File: src/hw/rtl/rmsf_pkg.sv
package rmsf_pkg;

  localparam int DATA_W      = 16;
  localparam int WINDOW_SIZE = 5;
  localparam int WIN_IDX_W   = (WINDOW_SIZE > 1) ? $clog2(WINDOW_SIZE) : 1;
  localparam int CNT_W       = $clog2(WINDOW_SIZE + 1);
  localparam int MED_RANK    = WINDOW_SIZE / 2;

  localparam int APB_DATA_W  = 32;
  localparam int APB_ADDR_W  = 4;

  localparam logic [DATA_W-1:0] SLEW_STEP   = 16'd5;
  localparam logic [DATA_W-1:0] ALARM_VALUE = 16'd1;
  localparam logic [DATA_W-1:0] LAST_RESET  = 16'd100;

  localparam logic [DATA_W-1:0] MAX_VALID_RESET = 16'd400;
  localparam logic [DATA_W-1:0] NEAR_ZONE_RESET = 16'd20;
  localparam logic [DATA_W-1:0] MAX_JUMP_RESET  = 16'd50;

  typedef enum logic [1:0] {
    REG_MAX_VALID,
    REG_NEAR_ZONE,
    REG_MAX_JUMP
  } cfg_reg_t;

  typedef struct packed {
    logic [DATA_W-1:0] valid_limit;
    logic [DATA_W-1:0] near_limit;
    logic [DATA_W-1:0] jump_limit;
  } cfg_t;

  typedef logic [WINDOW_SIZE-1:0][DATA_W-1:0] win_t;

  typedef struct packed {
    logic [CNT_W-1:0] lt_cnt;
    logic [CNT_W-1:0] le_cnt;
  } rank_t;

  typedef enum logic [2:0] {
    ST_IDLE,
    ST_RANK,
    ST_DIFF,
    ST_SLEW,
    ST_HOLD
  } state_t;

endpackage

File: src/hw/rtl/rmsf_in_if.sv
interface rmsf_in_if;
  logic                            valid;
  logic                            ready;
  logic [rmsf_pkg::DATA_W-1:0]     raw_distance;

  modport source (output valid, output raw_distance, input ready);
  modport sink   (input valid, input raw_distance, output ready);
endinterface

File: src/hw/rtl/rmsf_out_if.sv
interface rmsf_out_if;
  logic                            valid;
  logic                            ready;
  logic [rmsf_pkg::DATA_W-1:0]     filtered_distance;

  modport source (output valid, output filtered_distance, input ready);
  modport sink   (input valid, input filtered_distance, output ready);
endinterface

File: src/hw/rtl/range_median_slew_filter_top.sv
// Sequence: a normal item is accepted in ST_IDLE; the rank unit then visits window slots
//   from slot 0 until it finds the median (ST_RANK); ST_DIFF and ST_SLEW follow, and
//   ST_HOLD loads the result into the output register once it is free. An alarm item goes
//   from ST_IDLE straight to ST_HOLD. A new item is accepted only in ST_IDLE, after the last
//   has been loaded; the rank unit visits one candidate slot per cycle in ST_RANK.
// Reset (synchronous, active high): window cleared to zero, write slot 0, last output 100,
//   registers to 400 / 20 / 50, output register empty.
module range_median_slew_filter_top (
  input  logic                                clk,
  input  logic                                rst,
  rmsf_in_if.sink                             sample,
  rmsf_out_if.source                          result,
  input  logic                                psel,
  input  logic                                penable,
  input  logic                                pwrite,
  input  logic [rmsf_pkg::APB_ADDR_W-1:0]     paddr,
  input  logic [rmsf_pkg::APB_DATA_W-1:0]     pwdata,
  output logic [rmsf_pkg::APB_DATA_W-1:0]     prdata,
  output logic                                pready
);

  rmsf_pkg::cfg_t   cfg;
  rmsf_pkg::state_t state;
  rmsf_pkg::state_t state_next;
  rmsf_pkg::rank_t  rank;

  // Circular window and its write slot.
  rmsf_pkg::win_t                     win;
  logic [rmsf_pkg::WIN_IDX_W-1:0]     wpos;
  logic [rmsf_pkg::WIN_IDX_W-1:0]     cand;

  logic [rmsf_pkg::DATA_W-1:0]        last_out;
  logic [rmsf_pkg::DATA_W-1:0]        med;
  logic [rmsf_pkg::DATA_W-1:0]        diff;
  logic                               up;
  logic [rmsf_pkg::DATA_W-1:0]        res;

  // Output register: holds a finished result until the sink takes it.
  logic                               out_valid;
  logic [rmsf_pkg::DATA_W-1:0]        out_data;

  logic                               accept;
  logic                               over_range;
  logic                               alarm;
  logic [rmsf_pkg::DATA_W-1:0]        reading;
  logic                               is_med;
  logic                               out_free;
  logic                               load_out;
  logic [rmsf_pkg::DATA_W:0]          up_sum;
  logic [rmsf_pkg::DATA_W-1:0]        slew_val;

  rmsf_cfg u_cfg (
    .clk     (clk),
    .rst     (rst),
    .psel    (psel),
    .penable (penable),
    .pwrite  (pwrite),
    .paddr   (paddr),
    .pwdata  (pwdata),
    .prdata  (prdata),
    .pready  (pready),
    .cfg     (cfg)
  );

  // Shared rank unit: one candidate slot per cycle against the whole window.
  rmsf_rank u_rank (
    .win  (win),
    .cand (win[cand]),
    .rank (rank)
  );

  assign is_med = (rank.lt_cnt <= rmsf_pkg::CNT_W'(rmsf_pkg::MED_RANK)) &&
                  (rank.le_cnt >  rmsf_pkg::CNT_W'(rmsf_pkg::MED_RANK));

  assign accept     = sample.valid && sample.ready;
  assign over_range = sample.raw_distance > cfg.valid_limit;
  assign alarm      = over_range && (last_out < cfg.near_limit);
  assign reading    = over_range ? cfg.valid_limit : sample.raw_distance;

  assign out_free = !out_valid || result.ready;

  // Slew by a fixed step toward the median, saturating at both bounds.
  assign up_sum = {1'b0, last_out} + {1'b0, rmsf_pkg::SLEW_STEP};
  always_comb begin
    if (up) begin
      slew_val = up_sum[rmsf_pkg::DATA_W] ? {rmsf_pkg::DATA_W{1'b1}}
                                          : up_sum[rmsf_pkg::DATA_W-1:0];
    end else begin
      slew_val = (last_out < rmsf_pkg::SLEW_STEP) ? '0 : last_out - rmsf_pkg::SLEW_STEP;
    end
  end

  // Sequencer: next state and handshake outputs.
  always_comb begin
    state_next   = state;
    sample.ready = 1'b0;
    load_out     = 1'b0;
    case (state)
      rmsf_pkg::ST_IDLE: begin
        sample.ready = 1'b1;
        if (sample.valid) begin
          state_next = alarm ? rmsf_pkg::ST_HOLD : rmsf_pkg::ST_RANK;
        end
      end
      rmsf_pkg::ST_RANK: begin
        if (is_med) begin
          state_next = rmsf_pkg::ST_DIFF;
        end
      end
      rmsf_pkg::ST_DIFF: begin
        state_next = rmsf_pkg::ST_SLEW;
      end
      rmsf_pkg::ST_SLEW: begin
        state_next = rmsf_pkg::ST_HOLD;
      end
      rmsf_pkg::ST_HOLD: begin
        if (out_free) begin
          load_out   = 1'b1;
          state_next = rmsf_pkg::ST_IDLE;
        end
      end
      default: begin
        state_next = rmsf_pkg::ST_IDLE;
      end
    endcase
  end

  always_ff @(posedge clk) begin
    if (rst) begin
      state <= rmsf_pkg::ST_IDLE;
    end else begin
      state <= state_next;
    end
  end

  // Window, slot pointer and last output.
  always_ff @(posedge clk) begin
    if (rst) begin
      win      <= '0;
      wpos     <= '0;
      last_out <= rmsf_pkg::LAST_RESET;
    end else begin
      if (accept && !alarm) begin
        win[wpos] <= reading;
        if (wpos == rmsf_pkg::WIN_IDX_W'(rmsf_pkg::WINDOW_SIZE - 1)) begin
          wpos <= '0;
        end else begin
          wpos <= wpos + rmsf_pkg::WIN_IDX_W'(1);
        end
      end
      if (state == rmsf_pkg::ST_SLEW) begin
        last_out <= (diff > cfg.jump_limit) ? slew_val : med;
      end
    end
  end

  // Working registers of the sequencer.
  always_ff @(posedge clk) begin
    if (rst) begin
      cand <= '0;
    end else begin
      case (state)
        rmsf_pkg::ST_IDLE: begin
          cand <= '0;
        end
        rmsf_pkg::ST_RANK: begin
          if (!is_med) begin
            cand <= cand + rmsf_pkg::WIN_IDX_W'(1);
          end
        end
        default: begin
        end
      endcase
    end
  end

  always_ff @(posedge clk) begin
    case (state)
      rmsf_pkg::ST_IDLE: begin
        // An alarm item bypasses the window: its result is registered here on accept.
        if (accept) begin
          res <= rmsf_pkg::ALARM_VALUE;
        end
      end
      rmsf_pkg::ST_RANK: begin
        if (is_med) begin
          med <= win[cand];
        end
      end
      rmsf_pkg::ST_DIFF: begin
        up   <= med > last_out;
        diff <= (med > last_out) ? med - last_out : last_out - med;
      end
      rmsf_pkg::ST_SLEW: begin
        res <= (diff > cfg.jump_limit) ? slew_val : med;
      end
      default: begin
      end
    endcase
  end

  // Output register.
  always_ff @(posedge clk) begin
    if (rst) begin
      out_valid <= 1'b0;
    end else if (load_out) begin
      out_valid <= 1'b1;
    end else if (result.ready) begin
      out_valid <= 1'b0;
    end
  end

  always_ff @(posedge clk) begin
    if (load_out) begin
      out_data <= res;
    end
  end

  assign result.valid             = out_valid;
  assign result.filtered_distance = out_data;

endmodule

File: src/hw/rtl/rmsf_cfg.sv
module rmsf_cfg (
  input  logic                                clk,
  input  logic                                rst,
  input  logic                                psel,
  input  logic                                penable,
  input  logic                                pwrite,
  input  logic [rmsf_pkg::APB_ADDR_W-1:0]     paddr,
  input  logic [rmsf_pkg::APB_DATA_W-1:0]     pwdata,
  output logic [rmsf_pkg::APB_DATA_W-1:0]     prdata,
  output logic                                pready,
  output rmsf_pkg::cfg_t                      cfg
);

  rmsf_pkg::cfg_reg_t reg_sel;
  logic               wr_en;

  assign pready  = 1'b1;
  assign reg_sel = rmsf_pkg::cfg_reg_t'(paddr[3:2]);
  assign wr_en   = psel && penable && pwrite;

  always_ff @(posedge clk) begin
    if (rst) begin
      cfg.valid_limit <= rmsf_pkg::MAX_VALID_RESET;
      cfg.near_limit  <= rmsf_pkg::NEAR_ZONE_RESET;
      cfg.jump_limit  <= rmsf_pkg::MAX_JUMP_RESET;
    end else if (wr_en) begin
      case (reg_sel)
        rmsf_pkg::REG_MAX_VALID: begin
          cfg.valid_limit <= pwdata[rmsf_pkg::DATA_W-1:0];
        end
        rmsf_pkg::REG_NEAR_ZONE: begin
          cfg.near_limit <= pwdata[rmsf_pkg::DATA_W-1:0];
        end
        rmsf_pkg::REG_MAX_JUMP: begin
          cfg.jump_limit <= pwdata[rmsf_pkg::DATA_W-1:0];
        end
        default: begin
        end
      endcase
    end
  end

  always_comb begin
    case (reg_sel)
      rmsf_pkg::REG_MAX_VALID: begin
        prdata = {{(rmsf_pkg::APB_DATA_W-rmsf_pkg::DATA_W){1'b0}}, cfg.valid_limit};
      end
      rmsf_pkg::REG_NEAR_ZONE: begin
        prdata = {{(rmsf_pkg::APB_DATA_W-rmsf_pkg::DATA_W){1'b0}}, cfg.near_limit};
      end
      rmsf_pkg::REG_MAX_JUMP: begin
        prdata = {{(rmsf_pkg::APB_DATA_W-rmsf_pkg::DATA_W){1'b0}}, cfg.jump_limit};
      end
      default: begin
        prdata = '0;
      end
    endcase
  end

endmodule

File: src/hw/rtl/rmsf_rank.sv
module rmsf_rank (
  input  rmsf_pkg::win_t                 win,
  input  logic [rmsf_pkg::DATA_W-1:0]    cand,
  output rmsf_pkg::rank_t                rank
);

  // Count window entries below and not above the candidate.
  always_comb begin
    rank.lt_cnt = '0;
    rank.le_cnt = '0;
    for (int i = 0; i < rmsf_pkg::WINDOW_SIZE; i++) begin
      if (win[i] < cand) begin
        rank.lt_cnt = rank.lt_cnt + rmsf_pkg::CNT_W'(1);
      end
      if (win[i] <= cand) begin
        rank.le_cnt = rank.le_cnt + rmsf_pkg::CNT_W'(1);
      end
    end
  end

endmodule
File: src/flat_wrapper.sv
// flat-port wrapper written by rule: the top's interface ports become plain ports
module range_median_slew_filter_top_flat 
  (clk, rst, psel, penable, pwrite, paddr, pwdata, prdata, pready, sample_valid, sample_raw_distance, sample_ready, result_valid, result_filtered_distance, result_ready);
  rmsf_in_if sample_i ();
  rmsf_out_if result_i ();
  input  logic clk;
  input  logic rst;
  input  logic psel;
  input  logic penable;
  input  logic pwrite;
  input  logic [rmsf_pkg::APB_ADDR_W-1:0] paddr;
  input  logic [rmsf_pkg::APB_DATA_W-1:0] pwdata;
  output logic [rmsf_pkg::APB_DATA_W-1:0] prdata;
  output logic pready;
  input wire logic [$bits(sample_i.valid)-1:0] sample_valid;
  input wire logic [$bits(sample_i.raw_distance)-1:0] sample_raw_distance;
  output wire logic [$bits(sample_i.ready)-1:0] sample_ready;
  output wire logic [$bits(result_i.valid)-1:0] result_valid;
  output wire logic [$bits(result_i.filtered_distance)-1:0] result_filtered_distance;
  input wire logic [$bits(result_i.ready)-1:0] result_ready;
  assign sample_i.valid = sample_valid;
  assign sample_i.raw_distance = sample_raw_distance;
  assign sample_ready = sample_i.ready;
  assign result_valid = result_i.valid;
  assign result_filtered_distance = result_i.filtered_distance;
  assign result_i.ready = result_ready;
  range_median_slew_filter_top u_core (.clk(clk), .rst(rst), .sample(sample_i), .result(result_i), .psel(psel), .penable(penable), .pwrite(pwrite), .paddr(paddr), .pwdata(pwdata), .prdata(prdata), .pready(pready));
endmodule
File: config.mk
export PLATFORM = sky130hd
export DESIGN_NAME = range_median_slew_filter_top_flat
export DESIGN_NICKNAME = d
export VERILOG_FILES = /design/src/hw/rtl/rmsf_pkg.sv /design/src/hw/rtl/rmsf_in_if.sv /design/src/hw/rtl/rmsf_out_if.sv /design/src/hw/rtl/range_median_slew_filter_top.sv /design/src/hw/rtl/rmsf_cfg.sv /design/src/hw/rtl/rmsf_rank.sv /design/src/flat_wrapper.sv
export SDC_FILE = /design/constraint.sdc
export NUM_CORES = 1
export LEC_CHECK = 0
export ABC_CLOCK_PERIOD_IN_PS = 14700
export BUFFER_PORTS_ARGS = -buffer_cell sky130_fd_sc_hd__buf_2
export CAP_MARGIN = 20
export CORE_UTILIZATION = 25
export DETAILED_ROUTE_END_ITERATION = 10
export PLACE_DENSITY_LB_ADDON = 0.08
export SYNTH_ARGS = -nofsm -noshare
export SYNTH_HDL_FRONTEND = slang
export SYNTH_HIERARCHICAL = 1
export SYNTH_SLANG_ARGS = --single-unit
File: constraint.sdc
create_clock -name clk -period 14.7 [get_ports clk]
set_input_delay 3.675 -clock clk [delete_from_list [all_inputs] [get_ports clk]]
set_output_delay 3.675 -clock clk [all_outputs]
set_load 0.05 [all_outputs]
== Word level (Yosys, flattened, before mapping) ==
Cells that the tools add are included.

* Bits in registers: 219
* Word-level logic and storage cells: 123
* Input bits: 59
* Output and inout bits: 51

* Add/subtract/negate cells: 14
* Eq/ne operators: 12
* Order comparisons: 20
* Mux-type cells: 37
* Reduce and logical (&&, ||, !) cells: 22

{| class="wikitable"
|+ Operators with widths
! cell !! number
|-
| 16-bit two-way mux || 9
|-
| 16-bit < comparator || 6
|-
| 80-bit bitwise mux || 1
|-
| 16-bit <= comparator || 5
|-
| 16-bit binary-select mux with 3-bit select || 1
|-
| 16-bit demux with 3-bit select || 1
|-
| 16-bit > comparator || 3
|-
| 16-bit one-hot mux with 3 select lines || 1
|-
| 3-bit two-way mux || 14
|-
| 16-bit one-hot mux with 2 select lines || 1
|-
| 16-bit subtractor || 2
|-
| 3-bit by 1-bit adder with 3-bit output, second input constant || 10
|-
| 16-bit by 3-bit adder with 17-bit output, second input constant || 1
|-
| 16-bit by 3-bit < comparator with 1-bit output, second input constant || 1
|-
| 16-bit by 3-bit subtractor with 16-bit output, second input constant || 1
|-
| 3-bit one-hot mux with 5 select lines || 1
|-
| 2-bit AND reduction || 6
|-
| 3-bit by 4-bit < comparator with 1-bit output, second input constant || 2
|-
| 1-bit logical AND || 7
|-
| 1-bit two-way mux || 7
|-
| 3-bit by 2-bit == test with 1-bit output, second input constant || 2
|-
| 3-bit == test, second input constant || 2
|-
| 2-bit by 1-bit != test with 1-bit output, second input constant || 3
|-
| 3-bit one-hot mux with 2 select lines || 1
|-
| 13 further kinds || 17
|}

== Logic depth before layout (Yosys ltp) ==
Gate-level depths: netlist (run 1).

* Word-level depth: 16
* Gate-level depth with buffers: 28

== By module ==
The synthesis (run 1) kept the hierarchy.

{| class="wikitable"
|+ By module, submodules not included
! module !! instances !! cells each !! seq. area each (um^2) !! area each (um^2)
|-
| range_median_slew_filter_top || 1 || 1,121 || 4,073.9 || 10,527.6
|-
| rmsf_cfg || 1 || 257 || 960.9 || 2,438.6
|-
| rmsf_rank || 1 || 265 || 0.0 || 2,140.8
|}

== Least setup slack after synthesis (run 1) ==
Ideal clock, no wire load.

* Path kind: input port to output port
* From: in paddr[2] in the netlist's numbering
* To: out prdata[10] in the netlist's numbering
* Stages: 4
* Path buffers: 2
* Setup slack: 5,746 ps
* Data arrival time: 5,279 ps
* Required time: 11,025 ps
* Cells stage by stage: buf_2 > buf_4 > mux2i_1 > o21ai_0

* Longest elaborated chain between the ends: 2
* Elaborated cells on any way between the ends: 4
* Those cells by class: 2 x eq/ne; 1 x mux; 1 x reduce/logical

{| class="wikitable"
|+ RTL lines
! element !! line !! source
|-
| from (decl) || flat_wrapper.sv:11 || <nowiki>input logic [rmsf_pkg::APB_ADDR_W-1:0] paddr;</nowiki>
|-
| 2-bit == test (tied with other cells) || rmsf_cfg.sv:44 || <nowiki>case (reg_sel)</nowiki>
|-
| 16-bit one-hot mux with 3 select lines (*) || rmsf_cfg.sv:44 ||
|-
| to (decl) || flat_wrapper.sv:13 || <nowiki>output logic [rmsf_pkg::APB_DATA_W-1:0] prdata;</nowiki>
|}

Every way passes the cells marked *; elsewhere a longest branch is shown, timed or not.

== Worst setup path in the final report (run 1) ==
* From: in paddr[2] in the netlist's numbering
* To: out prdata[2] in the netlist's numbering

Same word-level chain as after synthesis.

==> results of run 1 <==
-- cell type report --
cell class | count | share of cell area (%)
clock buffers | 38 | 4.72
clock inverters | 18 | 0.822
inverters | 137 | 2.99
multi-input cells | 1215 | 53.5
flip-flops and latches | 219 | 29.3
well taps | 773 | 5.62
repair buffers | 95 | 3.08
-- sequential cells by signal, summed over array words and instances, names as in the netlist --
register                         count
u_core/result.valid                  1
u_core/diff                         16
u_core/win                          80
u_core/last_out                     16
u_core/up                            1
u_core/cand                          3
u_core/result.filtered_distance     16
u_core/u_cfg/cfg                    48
u_core/med                          16
u_core/state                         3
u_core/wpos                          3
u_core/res                          16
-- cells by family (layout without fill, tap and decap cells) --
logic type / Yosys count / in the layout
multiplexers: 192 / 192
AO/OA/AOI/OAI: 308 / 308
other: 2 / 17
AND/OR/NAND/NOR: 492 / 492
buffers and inverters: 224 / 288
adder cells (fa/ha/maj): 172 / 172
XOR/XNOR: 34 / 34
flip-flops: 219 / 219
-- metal layers --
layer	up-vias	wire length [µm]	part of all wire, %	track usage (%)
met5	-	0	0	0
met4	0	1260	2.5	4.19
met3	65	1190	2.4	2.05
met2	109	24700	50	29.1
met1	5786	22700	46	20.6
li1	5975	-	-	-
-- worst paths after layout --
path / depth (start not counted) / end / slack, ns
worst min register to register: 0 / u_core/result.filtered_distance[14]$_DFFE_PP_ / 0.42
worst min-delay path: 0 / u_core/result.filtered_distance[14]$_DFFE_PP_ / 0.42
worst max register to register: 26 / u_core/cand[2]$_SDFFE_PP0P_ / 7.74
worst max-delay path: 6 / prdata[2] / 5.91
-- critical path: stages --
cell     delay [ns]
buf_2          0.28
nor2b_1        0.37
buf_4          0.28
nand2_1        0.07
o21ai_0        0.11
buf_2          0.31
-- power groups by stage --
stage | Combinational, mW | Clock, mW | Sequential [mW]
after CTS | 1.49 | 0.743 | 0.791
after floorplan | 1.12 | 0 | 0.775
after detailed placement | 1.48 | 0 | 0.803
after global placement | 1.47 | 0 | 0.804
after global routing | 1.64 | 0.768 | 0.796
final | 1.46 | 0.714 | 0.789
-- per-stage QoR --
step / instance area (µm²) / util, % / power (mW) / setup WS (ns)
after floorplan: 15200 / - / 1.89 / 5.75
after global placement: 16200 / 27.4 / 2.27 / 5.88
after detailed placement: 16200 / 27.4 / 2.29 / 5.91
after CTS: 17200 / 29.0 / 3.02 / 5.90
after global routing: 17200 / 29.0 / 3.21 / 5.75
final: 17200 / 29.0 / 2.97 / 5.91
-- placed cells by master (no fill, tap or decap), types with 12 or more instances in the layout --
cell         n
a211oi_1    23
edfxtp_1    65
nor2_1     164
nor3_1      25
a21o_1      18
mux4_2      16
a31oi_1     12
nand2b_1    69
buf_2       73
buf_4       22
nand2_1    100
conb_1      17
xnor2_1     22
a21oi_1     88
clkbuf_16   31
mux2_2      17
nand3_1     26
o21ai_0     86
nand4_1     35
ha_1       170
o211ai_1    14
mux2i_1    157
inv_1      137
dfxtp_1    154
nor2b_1     13
==> run metrics, run 1 <==
WP data arrival=5.12 ns; post-synthesis compound-gate area fraction=13.3%; Max Slew Vio Count=0; HPWL after detailed placement=38100 µm; Post-Synth XOR/XNOR Area=2.02%; Worst Path Class, Setup=in2out; critical path required time=11.02 ns; row cnt=89; Max-Cap Viols=0; Die Y=248 µm; final hold viol count=0; first-pass GRT wire length=75300 µm; CP startpoint=paddr[2]; switching part of the total=40.8%; WL/cell=19.9 µm; slew margin rel.=25.8%; First-pass DRT Iterations=5; Setup TNS Final=0 ns; setup bufs post-CTS=0; core area=59400 µm²; post-cts resize count=0; fillers=6316; Synth top cells by count=ha_1, nor2_1, mux2i_1; final worst-path cycle share=59.8%; initial drt markers=582; multiplexer area fraction after synthesis=14.3%; Worst Setup Start Kind=primary input; Int Power=1.75 mW; Placer Congestion=0.820; EDFF count, synth=65; hold wc startpoint=u_core/res[14]$_SDFFCE_PN0P_; RSZ-0062 raised after global routing=false; Area contributors post-synth=dfxtp_1, ha_1, edfxtp_1, mux2i_1, nor2_1; number of synthesized register bits=219; power per cell area=172 nW/µm²; Max Clock Skew=0.0188 ns; root buf cell=clkbuf_16; Top FF cell, synth=dfxtp_1; Longest Clk Path Bufs=3; initial antenna violation count=0; min Tclk post-route=8.79 ns; P&R area growth vs syn=13.9%; WL final=49800 µm; nature of the critical path endpoint=primary output; Overflow after GRT=0; largest net degree at the start of global routing=90; total area of multi-input combinational cells=9200 µm²; FMAX=114 MHz; Final Setup Violations=0; post-synth top area share=20.4%; layout cells sized above 1=12.3%; Register Area=5030 µm²; Total GRT Usage=16.3%; Avg Inst Size Synth=9.19 µm²; ys async rst share=0%; clock slew at reported path FFs=0.05 ns; crit path max fanout=21; DRC=0; Synth Instances=1643; LEAKAGE=7.43 nW; synthesized cell area=15100 µm²; Comb power frac=49.3%; outcome=finished clean; Worst-Margin Slew=1.11 ns; IO buf count=74; count leader, synth=ha_1; clk sinks=219; Cell Count, Final, Fillers Out=2495; synth unique cells=78; worst r2r src=u_core/cand[0]$_SDFFE_PP0P_; Die X=248 µm; Switch Pwr=1.21 mW; Num CTS Buffers=30; post-synthesis simple-gate area fraction=16.3%; Synth area leader=dfxtp_1; Synth Area in Adders=14.3%; die area=61400 µm²; Layout Nets=1929; Hold Slack=0.420 ns; combinational family with the most area after synthesis=simple AND/OR/NAND/NOR gates; via total after detailed routing=11935; synthesis warning total=6; Top Ports=110; number of global-route vias before repair=12203; min-delay worst type=reg2reg; ANT cells=0; Hold Buf Count CTS=0; Placed Cells incl. Taps=2439; Clk pwr share=24.1%; CTS H-tree lvls=1; Reg power frac=26.6%; post-route ant nets=0; VDD IR max=0.160 mV; sequential share of the synthesized area=33.3%; Starting Density=25.5%; Via density=4.78; worst skew pair latency=0.58 ns; CTS tree=done
(Power assumes the default switching activity.)
==> inputs of run 2 (changes only) <==
--- a/config.mk
+++ b/config.mk
@@ -5,7 +5,7 @@
 export SDC_FILE = /design/constraint.sdc
 export NUM_CORES = 1
 export LEC_CHECK = 0
-export ABC_CLOCK_PERIOD_IN_PS = 14700
+export ABC_CLOCK_PERIOD_IN_PS = 7500
 export BUFFER_PORTS_ARGS = -buffer_cell sky130_fd_sc_hd__buf_2
 export CAP_MARGIN = 20
 export CORE_UTILIZATION = 25
==> constraint.sdc (replaced) <==
create_clock -name clk -period 7.5 [get_ports clk]
set_input_delay 1.875 -clock clk [delete_from_list [all_inputs] [get_ports clk]]
set_output_delay 1.875 -clock clk [all_outputs]
set_load 0.05 [all_outputs]
==> run 2 against run 1 <==
Critical path depth rose by 21. Cell count rose by 0.16%. Critical endpoint is now u_core/cand[2]$_SDFFE_PP0P_. Register-to-register slack got worse by 6.8 ns. Die area did not move. Clock power rose by 99%. Count of clock-buffer cells in the layout fell by 7. Design area rose by 0.35%. Power rose by 98%. Core utilization rose by 0.10 points. Sequential share of layout area fell by 0.10 points. First-iteration DRC count fell by 11%. Largest cell class unchanged.
==> run metrics, run 2 (synthesis gave the netlist of run 1 again) <==
clock slew at reported path FFs=0.06 ns; Die X=248 µm; CP Buf/Inv Count=7; number of global-route vias before repair=12193; most frequent cells in the layout=ha_1, nor2_1, mux2i_1; Post-DP Area=16300 µm²; core area=59400 µm²; final hold viol count=0; WL/cell=20.0 µm; row cnt=89; min-delay worst type=reg2reg; Max-Cap Viols=0; Placer Congestion=0.825; Total GRT Usage=16.4%; HPWL after detailed placement=38400 µm; Starting Density=25.5%; Largest regs=u_core/win x80, u_core/u_cfg/cfg x48; final worst-path cycle share=87.7%; CTS H-tree lvls=1; Top Ports=110; Setup TNS Final=0 ns; Design Area, Final=17300 µm²; final core occ=29.1%; CTS tree=done; Worst path max stage delay=0.73 ns; P&R area growth vs syn=14.3%; Via density=4.80; post-cts resize count=0; Final Setup Violations=0; WP data arrival=7.07 ns; worst skew pair latency=0.58 ns; outcome=finished clean; Worst-Margin Slew=1.09 ns; Hold Buf Count CTS=0; Largest register FFs=80; layout cells sized above 1=12.6%; RSZ-0062 raised after global routing=false; Max Slew Vio Count=0; post-route ant nets=0; Hold Slack=0.418 ns; commonest non-fill, non-tap cell in the layout=ha_1; FMAX=152 MHz; slew margin rel.=27.0%; Worst Path Class, Setup=reg2reg; crit path max fanout=10; Cell Count, Final, Fillers Out=2499; initial drt markers=519; Overall Power=5.88 mW; first-pass GRT wire length=75500 µm; Worst Setup Start Kind=flop; nature of the critical path endpoint=flop; Max Clock Skew=0.0253 ns; via total after detailed routing=12005; die area=61400 µm²; Reg with most FFs=u_core/win; critical path required time=7.99 ns; IO buf count=74; CP delay by family, top=compound AO/OA/AOI/OAI gates; VDD IR max=0.319 mV; DP Worst Slack=0.894 ns; Die Y=248 µm; DRC=0; min Tclk post-route=6.58 ns; Overflow after GRT=0; worst setup margin=0.922 ns; First-pass DRT Iterations=5; Layout Nets=1933; LEAKAGE=7.46 nW; initial antenna violation count=0; power per cell area=341 nW/µm²; clk sinks=219; Placed Cells incl. Taps=2444; Worst path slowest cell=dfxtp_1; largest net degree at the start of global routing=139; Longest Clk Path Bufs=3; root buf cell=clkbuf_16; setup bufs post-CTS=0; Num CTS Buffers=29; WL final=50000 µm
==> run 2: changes by cell type in the layout (fill, tap and decap cells not counted) <==
cell	before	now
buf_4	22	26
clkbuf_1	6	2
bufinv_16	2	4
clkbuf_16	31	29
clkinv_1	6	8
clkinv_2	7	5
clkinv_4	0	2
buf_12	0	1
clkbuf_8	1	0
diode_2	0	1
inv_6	1	2
nor2b_1	13	12
nor2b_2	0	1
==> run 2: worst paths after layout <==
check	slack (ns)	end	cells after the start	startpoint
worst min-delay path	0.42	u_core/result.filtered_distance[4]$_DFFE_PP_	0	u_core/res[4]$_SDFFCE_PN0P_
worst max-delay path	0.92	u_core/cand[2]$_SDFFE_PP0P_	27	u_core/cand[1]$_SDFFE_PP0P_
worst max register to register	0.92	u_core/cand[2]$_SDFFE_PP0P_	27	u_core/cand[1]$_SDFFE_PP0P_
worst min register to register	0.42	u_core/result.filtered_distance[4]$_DFFE_PP_	0	u_core/res[4]$_SDFFCE_PN0P_
==> run 2: area by class of cell <==
| class | instances | area [µm²] |
|---|---|---|
| multi-input cells | 1215 | 9200 |
| clock buffers | 31 | 733 |
| clock inverters | 23 | 225 |
| well taps | 773 | 967 |
| fillers | 6313 | 42100 |
| diodes | 1 | 2.50 |
| inverters | 137 | 514 |
| flip-flops and latches | 219 | 5030 |
| repair buffers | 100 | 581 |
==> run 2: where the power goes <==
part	internal, mW	total, mW	switching [mW]
Clock	0.843	1.42	0.578
Sequential	1.43	1.55	0.119
Combinational	1.23	2.91	1.68
==> run 2: metal layers <==
layer | GRT usage (%) | part of all wire [%] | vias up
met5 | 0 | 0 | -
met4 | 4.66 | 2.8 | 0
met3 | 1.72 | 2.4 | 62
met2 | 29.1 | 50 | 150
met1 | 20.7 | 45 | 5818
li1 | - | - | 5975
